==> config.mk <==
export PLATFORM = sky130hd
export DESIGN_NAME = fcu_front
export DESIGN_NICKNAME = d
export VERILOG_FILES = /design/src/hdl/fcu_pkg.sv /design/src/hdl/fcu_front.sv
export SDC_FILE = /design/constraint.sdc
export NUM_CORES = 1
export LEC_CHECK = 0
export ABC_CLOCK_PERIOD_IN_PS = 14750
export BUFFER_PORTS_ARGS = -buffer_cell sky130_fd_sc_hd__buf_2
export CAP_MARGIN = 10
export CORE_AREA = 2 2 131 261
export CTS_CLUSTER_SIZE = 28
export DETAILED_ROUTE_END_ITERATION = 12
export DIE_AREA = 0 0 133 263
export PLACE_DENSITY = 0.79
export SKIP_CTS_REPAIR_TIMING = 1
export SLEW_MARGIN = 30
export SYNTH_ARGS = -nofsm -noshare
export SYNTH_HDL_FRONTEND = slang
export SYNTH_SLANG_ARGS = --single-unit
==> constraint.sdc <==
create_clock -name clock -period 14.75 [get_ports clock]
set_clock_uncertainty 0.2 [all_clocks]
set_input_delay 0 -clock clock [delete_from_list [all_inputs] [get_ports clock]]
set_output_delay 0 -clock clock [all_outputs]
set_load 0.005 [all_outputs]
==> src/hdl/fcu_pkg.sv <==
// ---------------------------------------------------------------------------
// fcu_pkg: shared types and codes of the funnel chain update block
// Point, queue item, result and orientation unit types; result and action codes.
// ---------------------------------------------------------------------------
`default_nettype none

package fcu_pkg;

   localparam int COORD_W          = 32;
   localparam int FACE_W           = 24;
   localparam int DEF_CHAIN_DEPTH  = 32;
   localparam int DEF_COORD_BITS   = 32;

   // result kinds
   localparam logic [1:0] KIND_STATUS = 2'd0;
   localparam logic [1:0] KIND_NEIGH  = 2'd1;
   localparam logic [1:0] KIND_LEFT   = 2'd2;
   localparam logic [1:0] KIND_RIGHT  = 2'd3;

   // actions
   localparam logic [2:0] ACT_SPLIT     = 3'd0;
   localparam logic [2:0] ACT_EXT_LEFT  = 3'd1;
   localparam logic [2:0] ACT_SHR_LEFT  = 3'd2;
   localparam logic [2:0] ACT_EXT_RIGHT = 3'd3;
   localparam logic [2:0] ACT_SHR_RIGHT = 3'd4;
   localparam logic [2:0] ACT_STARTED   = 3'd5;
   localparam logic [2:0] ACT_ERROR     = 3'd6;

   // orientation of o against a->b
   localparam logic [1:0] ORI_ZERO  = 2'd0;
   localparam logic [1:0] ORI_RIGHT = 2'd1;
   localparam logic [1:0] ORI_LEFT  = 2'd2;

   typedef struct packed {
      logic signed [COORD_W-1:0] y;
      logic signed [COORD_W-1:0] x;
   } point_type;

   typedef struct packed {
      logic              func;
      point_type         o;
      point_type         lft;
      point_type         rgt;
      logic [FACE_W-1:0] face;
   } item_type;

   typedef struct packed {
      logic [1:0]        kind;
      logic [2:0]        action;
      point_type         pt;
      logic [FACE_W-1:0] face;
      point_type         bl;
      point_type         br;
      logic              last;
   } rsp_type;

   typedef struct packed {
      logic      start;
      point_type o;
      point_type a;
      point_type b;
   } ori_req_type;

   typedef struct packed {
      logic       done;
      logic [1:0] res;
   } ori_rsp_type;

endpackage

`default_nettype wire

==> src/hdl/fcu_front.sv <==
// ---------------------------------------------------------------------------
// fcu_front: input side
// Takes request transactions, narrows coordinates and queues them (2 deep).
// ---------------------------------------------------------------------------
`default_nettype none

module fcu_front import fcu_pkg::*; #(
   parameter int COORD_BITS = DEF_COORD_BITS
) (
   input  wire logic     clock,
   input  wire logic     reset,
   input  wire logic     in_valid,
   output logic          in_ready,
   input  wire item_type in_item,
   output logic          q_valid,
   output item_type      q_item,
   input  wire logic     q_pop
);

   item_type   queue_ff [2];
   logic       wr_ptr_ff, wr_ptr_in;
   logic       rd_ptr_ff, rd_ptr_in;
   logic [1:0] cnt_ff, cnt_in;
   logic       push;
   item_type   narrowed;

   // keep the low COORD_BITS of each coordinate, sign extended
   function automatic logic signed [COORD_W-1:0] narrow(input logic [COORD_W-1:0] v);
      logic signed [COORD_BITS-1:0] t;
      t = v[COORD_BITS-1:0];
      return COORD_W'(t);
   endfunction

   always_comb begin
      narrowed       = in_item;
      narrowed.func  = in_item.func;
      narrowed.o.x   = narrow(in_item.o.x);
      narrowed.o.y   = narrow(in_item.o.y);
      narrowed.lft.x = narrow(in_item.lft.x);
      narrowed.lft.y = narrow(in_item.lft.y);
      narrowed.rgt.x = narrow(in_item.rgt.x);
      narrowed.rgt.y = narrow(in_item.rgt.y);
   end

   assign in_ready = (cnt_ff != 2'd2);
   assign push     = in_valid && in_ready;
   assign q_valid  = (cnt_ff != 2'd0);
   assign q_item   = queue_ff[rd_ptr_ff];

   always_comb begin
      wr_ptr_in = wr_ptr_ff ^ push;
      rd_ptr_in = rd_ptr_ff ^ q_pop;
      cnt_in    = cnt_ff + 2'(push) - 2'(q_pop);
   end

   always_ff @(posedge clock) begin
      if (reset) begin
         wr_ptr_ff <= 1'b0;
         rd_ptr_ff <= 1'b0;
         cnt_ff    <= 2'd0;
      end else begin
         wr_ptr_ff <= wr_ptr_in;
         rd_ptr_ff <= rd_ptr_in;
         cnt_ff    <= cnt_in;
      end
   end

   always_ff @(posedge clock) begin
      if (push) begin
         queue_ff[wr_ptr_ff] <= narrowed;
      end
   end

endmodule

`default_nettype wire

==> reports/qor.yml, run 1 <==
place:
  post-place-cells: 1556
  io_buffers: 439
  place_hpwl_um: 24600
  place_area_mm2: 0.0189
  place.gp.congestion: 0.835
sta:
  rsz0062_at_grt: "no"
  finalCritPeriodShare: 0.250
  fin_setup_tns_ps: 0
  finalCriticalPeriod_ps: 3680
  hold_violations: 2
  max_freq_mhz: 272
  tightest_slew_ps: 895
  setup_viol_count_final: 0
  slew_viol_final: 0
  slew_headroom: 0.403
  holdWs_ps: -0.272
clock_network:
  clock-sinks: 438
  cts_tree: "built"
  clock_path_buffers: 3
  root_buffer: "clkbuf_16"
  path_clk_slew_ps: 70
  clock_latency_ps: 520
  h-tree-depth: 2
  numCtsBuffers: 36
floorplanning:
  ios: 440
  die_area_mm2: 0.0350
  initial_utilization: 0.497
  die_h_um: 263
  coreArea_mm2: 0.0328
  die_x_um: 133
  fp-row-count: 94
detailed_routing:
  drt.antenna.violating_nets: 0
  vias: 9522
  drc: 0
  drt-pass1-iter-count: 5
  drt_iter0_markers: 615
  wire_per_inst_um: 22.0
  finalWirelength_um: 41000
  viasPerCell: 5.11
setup_path:
  worstSetupPathType: "reg -> out"
  worstPathArrival_ps: 3480
  crit_path_start_kind: "register"
  crit_fanout: 52
  cp.required_ps: 14550
  end_kind: "output pin"
layout:
  fillers: 1949
  fin_area_mm2: 0.0224
  layout-drive-gt1-share: 0.505
  fin_cells: 1862
  nets: 1624
  syn_to_final_growth_pct: 37.5
synthesis:
  ys_top_cells_by_area: "edfxtp_1 80%, mux2_4 9.2%, mux2_2 8.2%"
  netlist_area_mm2: 0.0163
  synth_seq_area_share: 0.805
  post_synth.cell_area_avg_um2: 23.3
  ys_warn_count: 0
  yosysTopAreaCell: "edfxtp_1"
  syn_inst: 698
  synth_common_cells: "434 x edfxtp_1, 118 x mux2_2, 100 x mux2_4"
  synth_top_area_frac: 0.800
  synth-main-ff-cell: "edfxtp_1"
  async_flop_share: 0
  yosysMostFrequentCell: "edfxtp_1"
  synth_edf_count: 434
  synth_cell_types: 19
  synth_nets: 921
  synth_seq_cells: 438
run_status:
  outcome: "complete, but fails checks"
  violations: "negative hold slack"
flow_run:
  maxCapViolations: 0
grt:
  grt-ovfl-total: 0
  grt_pass1_wl_um: 50400
  grt_pass1_vias: 8942
  gr-usage-met3: 0.0443
  grt_use_met2: 0.361
  grt-busiest-layer: "met2"
  grt_usage: 0.193
  grt_max_degree: 80
  grt_antenna_before_repair: 7
  use_met1: 0.180
min_path:
  min_path_type: "in -> reg"
power:
  leakage_nw: 8.65
  peakVddDrop_uv: 123
  power.total_mw: 2.89
  power_density_mw_per_mm2: 129
cells by family (layout without fill, tap and decap cells):
group	Yosys count	after routing	synth area share
fa+ha+maj	2	2	0.00154
buf+inv	26	751	0.0150
other cells	0	7	0
xor+xnor	2	2	0.00108
compound gates	2	2	0.000921
flops	438	438	0.805
mux	218	218	0.174
simple gates	10	10	0.00315
critical path, cell delays in order, from the launching register on:
cell     delay, ps
dfxtp_4        780
buf_4          780
buf_4          700
mux2_2         440
buf_2          150
routing by layer:
metal	wire, um	share of wire
met1	13100	0.32
met2	23100	0.56
met5	0	0
met3	2240	0.055
met4	2530	0.062
power by group:
part | total [mW] | internal [mW] | switching, mW | leakage [nW]
Combinational | 0.446 | 0.233 | 0.213 | 4.04
Sequential | 1.55 | 1.51 | 0.0409 | 4.08
Clock | 0.890 | 0.476 | 0.414 | 0.518
Total | 2.89 | 2.22 | 0.668 | 8.65
worst paths after layout:
check | start | endpoint | slack, ps | cells past startpoint
setup reg to reg | cnt_ff[0]$_SDFF_PP0_ | queue_ff[0][156]$_DFFE_PP_ | 11770 | 6
hold / removal | in_item[91] | queue_ff[0][91]$_DFFE_PP_ | -0.3 | 2
setup / recovery | rd_ptr_ff$_SDFF_PP0_ | q_item[83] | 11070 | 4
hold reg to reg | cnt_ff[1]$_SDFF_PP0_ | cnt_ff[1]$_SDFF_PP0_ | 450 | 2
placed cells by master (no fill, tap or decap), types with 3 or more instances in the layout:
cell / Yosys / layout
clkbuf_16: 0 / 37
dfxtp_1: 4 / 3
mux2_4: 100 / 100
dlygate4sd3_1: 0 / 239
buf_4: 2 / 7
edfxtp_1: 434 / 434
buf_2: 10 / 439
clkinv_2: 0 / 5
nor2_1: 4 / 3
clkinv_1: 0 / 8
diode_2: 0 / 7
mux2_2: 118 / 118
clkbuf_1: 0 / 6
sequential cells by signal, indices dropped and copies added, names as in the netlist:
register and flops:
queue_ff 434, rd_ptr_ff 1, cnt_ff 2, wr_ptr_ff 1
per-stage QoR:
step,utilization,setup WS (ps)
5_1_grt,0.683,10910
3_5_place_dp,0.577,11660
3_3_place_gp,0.576,11340
6_report,0.683,11070
4_1_cts,0.609,11080
2_1_floorplan,-,4170
layout make-up:
type | instances | area, um2 | share of cell area
Clock inverter | 17 | 110 | 0.00491
Clock buffer | 43 | 948 | 0.0423
Timing Repair Buffer | 689 | 4710 | 0.210
Tap cell | 432 | 541 | 0.0241
Inverter | 2 | 7.51 | 0.000335
Antenna cell | 7 | 17.5 | 0.000782
Multi-Input combinational cell | 234 | 2960 | 0.132
Sequential cell | 438 | 13100 | 0.585
Power figures use the tool's default switching activity.
==> run 2, diff against run 1 <==
--- a/config.mk
+++ b/config.mk
@@ -5,7 +5,8 @@
 export SDC_FILE = /design/constraint.sdc
 export NUM_CORES = 1
 export LEC_CHECK = 0
-export ABC_CLOCK_PERIOD_IN_PS = 14750
+export ABC_AREA = 1
+export ABC_CLOCK_PERIOD_IN_PS = 3550
 export BUFFER_PORTS_ARGS = -buffer_cell sky130_fd_sc_hd__buf_2
 export CAP_MARGIN = 10
 export CORE_AREA = 2 2 131 261
==> constraint.sdc (replaced) <==
create_clock -name clock -period 3.55 [get_ports clock]
set_clock_uncertainty 0.2 [all_clocks]
set_input_delay 0 -clock clock [delete_from_list [all_inputs] [get_ports clock]]
set_output_delay 0 -clock clock [all_outputs]
set_load 0.005 [all_outputs]
==> run 2 against run 1 <==
Effect of this change: synthesized cell count up 0.86%; sequential power grew to 4.1 times the previous value; synthesized area hardly changed; power increased to 4.2 times the previous value; die area unchanged; worst setup slack worse by 9800 ps; register-to-register slack worse by 10000 ps; global-route usage is 1.1 points lower; combinational power rose to 4.3 times the previous value; via count down 0.32%; cell count up 1.8%; the flow still finishes with violations (negative hold slack).
==> reports/qor.yml, run 2 <==
power:
  peakVddDrop_uv: 445
  power_density_mw_per_mm2: 535
  leakage_nw: 8.81
sta:
  max_freq_mhz: 439
  setup_slack_ps: 1270
  holdWs_ps: -4.47
  hold_violations: 2
  setup_viol_count_final: 0
  tightest_slew_ps: 916
  finalCriticalPeriod_ps: 2280
  finalCritPeriodShare: 0.642
  slew_headroom: 0.389
  rsz0062_at_grt: "no"
  slew_viol_final: 0
floorplanning:
  coreArea_mm2: 0.0328
  fp-row-count: 94
  ios: 440
  initial_utilization: 0.497
  die_area_mm2: 0.0350
  die_h_um: 263
  die_x_um: 133
grt:
  grt_antenna_before_repair: 7
  grt_max_degree: 155
  grt-ovfl-total: 0
  grt_pass1_vias: 8460
  grt_pass1_wl_um: 48200
  grt_usage: 0.183
synthesis:
  synth_top_area_frac: 0.800
  async_flop_share: 0
  post_synth.cell_area_avg_um2: 23.1
  yosysTopAreaCell: "edfxtp_1"
  synth_common_cells: "434 x edfxtp_1, 117 x mux2_2, 100 x mux2_4"
  synth_seq_cells: 438
  syn_inst: 704
  synth_edf_count: 434
  ys_warn_count: 0
  synth-main-ff-cell: "edfxtp_1"
  netlist_area_mm2: 0.0163
  synth_nets: 927
  synth_seq_area_share: 0.805
  synth_cell_types: 15
  ys_top_cells_by_area: "edfxtp_1 80%, mux2_4 9.2%, mux2_2 8.1%"
  yosysMostFrequentCell: "edfxtp_1"
layout:
  largest_reg_flops: 434
  layout_commonest_cell: "buf_2"
  seqCellArea_mm2: 0.0131
  nets: 1653
  regMostFlops: "queue_ff"
  reg_top3: "queue_ff: 434 flops, cnt_ff: 2 flops"
  multi_input_area_mm2: 0.00295
  fin_area_mm2: 0.0228
  final_cell_mix: "439 x buf_2, 434 x edfxtp_1, 262 x dlygate4sd3_1"
  fillers: 1938
  final_core_util: 0.695
  layout-drive-gt1-share: 0.498
  syn_to_final_growth_pct: 39.9
detailed_routing:
  drt.antenna.violating_nets: 0
  drc: 0
  vias: 9492
  drt-pass1-iter-count: 5
  finalWirelength_um: 40300
  wire_per_inst_um: 21.2
  drt_iter0_markers: 503
  viasPerCell: 5.01
clock_network:
  clock_path_buffers: 3
  root_buffer: "clkbuf_16"
  cts_tree: "built"
  clock_latency_ps: 520
  clock-sinks: 438
  path_clk_slew_ps: 70
  numCtsBuffers: 38
  h-tree-depth: 2
setup_path:
  worstSetupPathType: "reg -> reg"
  critPathCapture: "queue_ff[0][63]$_DFFE_PP_"
  reg2reg_slack_ps: 1270
  worstPathArrival_ps: 2260
  crit_path_start_kind: "register"
  r2r_cells: 5
  cp.required_ps: 3540
  end_kind: "register"
  crit_fanout: 61
  startpoint: "cnt_ff[1]$_SDFF_PP0_"
  timing.rr.start: "cnt_ff[1]$_SDFF_PP0_"
  r2r-end: "queue_ff[0][63]$_DFFE_PP_"
flow_run:
  maxCapViolations: 0
run_status:
  violations: "negative hold slack"
  outcome: "complete, but fails checks"
place:
  place_hpwl_um: 22600
  io_buffers: 439
  place.gp.congestion: 0.828
  place_area_mm2: 0.0190
  place_ws_ps: 1320
min_path:
  min_path_type: "in -> reg"
  hold_start: "in_item[38]"
run 2: cell count changes after synthesis:
cell	change
inv_1	+5
nand3_1	+1
nand2b_1	-1
a21bo_2	-1
mux2_2	-1
or2_2	-1
nand2_1	+7
nor2b_1	-2
nor3b_1	-1
run 2: power breakdown:
group,switching (mW),internal (mW)
Sequential,0.139,6.27
Clock,1.77,2.11
Combinational,0.910,0.997
Total,2.82,9.38
run 2: metrics by stage:
| stage | instances | TNS, ps | total power [mW] |
|---|---|---|---|
| 2_1_floorplan | 704 | -258740 | 7.42 |
| 6_report | 1896 | 0 | 12.2 |
| 3_3_place_gp | 1560 | 0 | 8.07 |
| 4_1_cts | 1627 | 0 | 12.0 |
| 3_5_place_dp | 1560 | 0 | 8.13 |
| 5_1_grt | 1896 | 0 | 12.6 |
run 2: kinds of logic (layout without fill, tap and decap cells):
family / Yosys count / in the layout / synth area share
DFF: 438 / 438 / 0.805
muxes: 217 / 217 / 0.173
buffers and inverters: 31 / 784 / 0.0162
and+or+nand+nor: 13 / 13 / 0.00307
adders and majority gates: 2 / 2 / 0.00154
xor gates and xnor gates: 2 / 2 / 0.00108
AOI/OAI and AO/OA: 1 / 1 / 0.000307
other: 0 / 7 / 0
run 2: layout make-up:
cell class | count | share of cell area
multi-input cells | 235 | 0.129
repair buffers | 710 | 0.219
well taps | 432 | 0.0237
clock inverters | 18 | 0.00445
flip-flops and latches | 438 | 0.575
inverters | 7 | 0.00115
diodes | 7 | 0.000768
clock buffers | 49 | 0.0463
run 2: critical path: stages, from the launching register on:
cell and delay, ps:
dfxtp_1 370, nand2_4 110, nand2_4 80, inv_1 90, ha_4 630, buf_12 390
run 2: worst min-delay path by stage:
stage	endpoint	slack [ps]	cells after the start
after floorplan	cnt_ff[0]$_SDFF_PP0_	-140	1
final	queue_ff[0][38]$_DFFE_PP_	-4	2
after detailed placement	queue_ff[1][152]$_DFFE_PP_	-9	1
after CTS	queue_ff[0][200]$_DFFE_PP_	-580	1
after global routing	queue_ff[0][9]$_DFFE_PP_	-20	2
after global placement	queue_ff[1][197]$_DFFE_PP_	-10	1
run 2: per-layer routing:
layer | wire length [um] | track usage | share of wire
met1 | 13300 | 0.184 | 0.33
met4 | 1740 | 0.104 | 0.043
met2 | 23000 | 0.339 | 0.57
met3 | 2190 | 0.0441 | 0.054
met5 | 0 | 0 | 0
==> run 3, diff against run 2 <==
--- a/config.mk
+++ b/config.mk
@@ -6,7 +6,7 @@
 export NUM_CORES = 1
 export LEC_CHECK = 0
 export ABC_AREA = 1
-export ABC_CLOCK_PERIOD_IN_PS = 3550
+export ABC_CLOCK_PERIOD_IN_PS = 2300
 export BUFFER_PORTS_ARGS = -buffer_cell sky130_fd_sc_hd__buf_2
 export CAP_MARGIN = 10
 export CORE_AREA = 2 2 131 261
==> constraint.sdc (replaced) <==
create_clock -name clock -period 2.3 [get_ports clock]
set_clock_uncertainty 0.2 [all_clocks]
set_input_delay 0 -clock clock [delete_from_list [all_inputs] [get_ports clock]]
set_output_delay 0 -clock clock [all_outputs]
set_load 0.005 [all_outputs]
==> run 3 against run 2 <==
Effect of this change: the run now ends clean; global-route usage grew 0.26 points; worst setup slack lost 1100 ps; count of clock-buffer cells in the layout shrank 2; via count shrank 1.4%; power grew 56%; register-to-register slack lost 770 ps; clock power grew 61%; wire length shrank 3.2%; sequential cell count is the same; sequential share of layout area grew 0.28 points; cell area shrank 0.48%; die area is the same.
==> reports/qor.yml, run 3 (synthesis results as in run 2) <==
clock_network:
  h-tree-depth: 2
  cts_tree: "built"
  clock_path_buffers: 3
  path_clk_slew_ps: 70
  clock_latency_ps: 520
  root_buffer: "clkbuf_16"
  clock-sinks: 438
  numCtsBuffers: 37
detailed_routing:
  drt_iter0_markers: 540
  vias: 9361
  wire_per_inst_um: 20.8
  drt.antenna.violating_nets: 0
  viasPerCell: 5.00
  finalWirelength_um: 39000
  drc: 0
  drt-pass1-iter-count: 6
layout:
  nets: 1637
  regMostFlops: "queue_ff"
  layout_commonest_cell: "buf_2"
  final_cell_mix: "439 x buf_2, 434 x edfxtp_1, 246 x dlygate4sd3_1"
  layout-drive-gt1-share: 0.503
  fin_cells: 1874
  largest_reg_flops: 434
  syn_to_final_growth_pct: 39.3
  reg_top3: "queue_ff: 434 flops, cnt_ff: 2 flops"
  final_core_util: 0.691
sta:
  tightest_slew_ps: 498
  finalCriticalPeriod_ps: 2170
  finalCritPeriodShare: 0.942
  slew_headroom: 0.668
  setup_viol_count_final: 0
  slew_viol_final: 0
  max_freq_mhz: 462
  rsz0062_at_grt: "no"
  hold_violations: 0
setup_path:
  worstSetupPathType: "reg -> out"
  crit_path_start_kind: "register"
  worstPathArrival_ps: 1970
  crit_fanout: 65
  path_cells: "buf_12, mux2_2, buf_2"
  cp.required_ps: 2100
  cpPeakStageDelay_ps: 450
  end_kind: "output pin"
  slowest_stage: "dfxtp_4"
  path_buf_inv: 2
  path_delay_family: "buffers and inverters"
power:
  pwr-share-comb: 0.153
  p_int_mw: 14.8
  peakVddDrop_uv: 998
  clock_power_share: 0.328
  seq_power_share: 0.519
  power.total_mw: 19.0
  leakage_nw: 8.77
  p_switching_mw: 4.27
  netSwitchingFraction: 0.224
  power_density_mw_per_mm2: 839
grt:
  grt-ovfl-total: 0
  grt_antenna_before_repair: 4
  grt_pass1_wl_um: 48800
  grt_pass1_vias: 8844
  grt_usage: 0.185
  grt_max_degree: 81
place:
  place_hpwl_um: 22900
  io_buffers: 439
  post-place-cells: 1561
  place.gp.congestion: 0.813
floorplanning:
  coreArea_mm2: 0.0328
  fp-row-count: 94
  ios: 440
  die_h_um: 263
  die_area_mm2: 0.0350
  initial_utilization: 0.497
  die_x_um: 133
run_status:
  outcome: "completed"
min_path:
  min_path_type: "in -> reg"
flow_run:
  maxCapViolations: 0
[run 3: power groups by stage]
stage | logic (mW) | clock network (mW) | registers [mW]
2_1_floorplan | 1.41 | 0 | 10.0
3_3_place_gp | 2.49 | 0 | 9.97
3_5_place_dp | 2.52 | 0 | 10.0
4_1_cts | 2.54 | 6.32 | 9.85
5_1_grt | 3.09 | 6.66 | 9.93
6_report | 2.91 | 6.25 | 9.87
[run 3: area by class of cell]
type,count,area (um2)
antenna,4,10.0
clock buffer,47,973
clock inverter,16,210
fill,1973,10100
inverter,7,26.3
multi-input combinational,235,2950
sequential,438,13100
tap,432,541
timing repair buffer,695,4860
[run 3: worst paths after layout]
check / startpoint / to / slack, ps / cells after the start
min: in_item[152] / queue_ff[0][152]$_DFFE_PP_ / 5 / 2
max: rd_ptr_ff$_SDFF_PP0_ / q_item[7] / 130 / 3
max reg2reg: cnt_ff[1]$_SDFF_PP0_ / wr_ptr_ff$_SDFF_PP0_ / 500 / 6
min reg2reg: cnt_ff[0]$_SDFF_PP0_ / cnt_ff[0]$_SDFF_PP0_ / 390 / 3
[run 3: stage by stage]
stage	TNS, ps	setup WS [ps]	cell area, um2	hold slack [ps]
final	0	133	22700	4.85
after detailed placement	0	528	19000	-8.88
after global placement	0	536	19000	-12.8
after global routing	0	49.2	22700	-10.7
after floorplan	-801240	-2020	16300	-136
after CTS	0	116	20200	-560
[run 3: worst register-to-register path, cell delays in order (launching register included)]
cell and delay [ps]:
dfxtp_1 400, nand2_4 80, nand2_4 100, inv_1 80, ha_4 260, nor2_1 40, dlygate4sd3_1 540
[run 3: layer usage]
layer | wire (um) | track usage | vias to the layer above
met5 | 0 | 0 | -
met4 | 2200 | 0.124 | 0
met3 | 2040 | 0.0460 | 124
met2 | 21500 | 0.337 | 402
met1 | 13200 | 0.183 | 4627
li1 | - | - | 4208
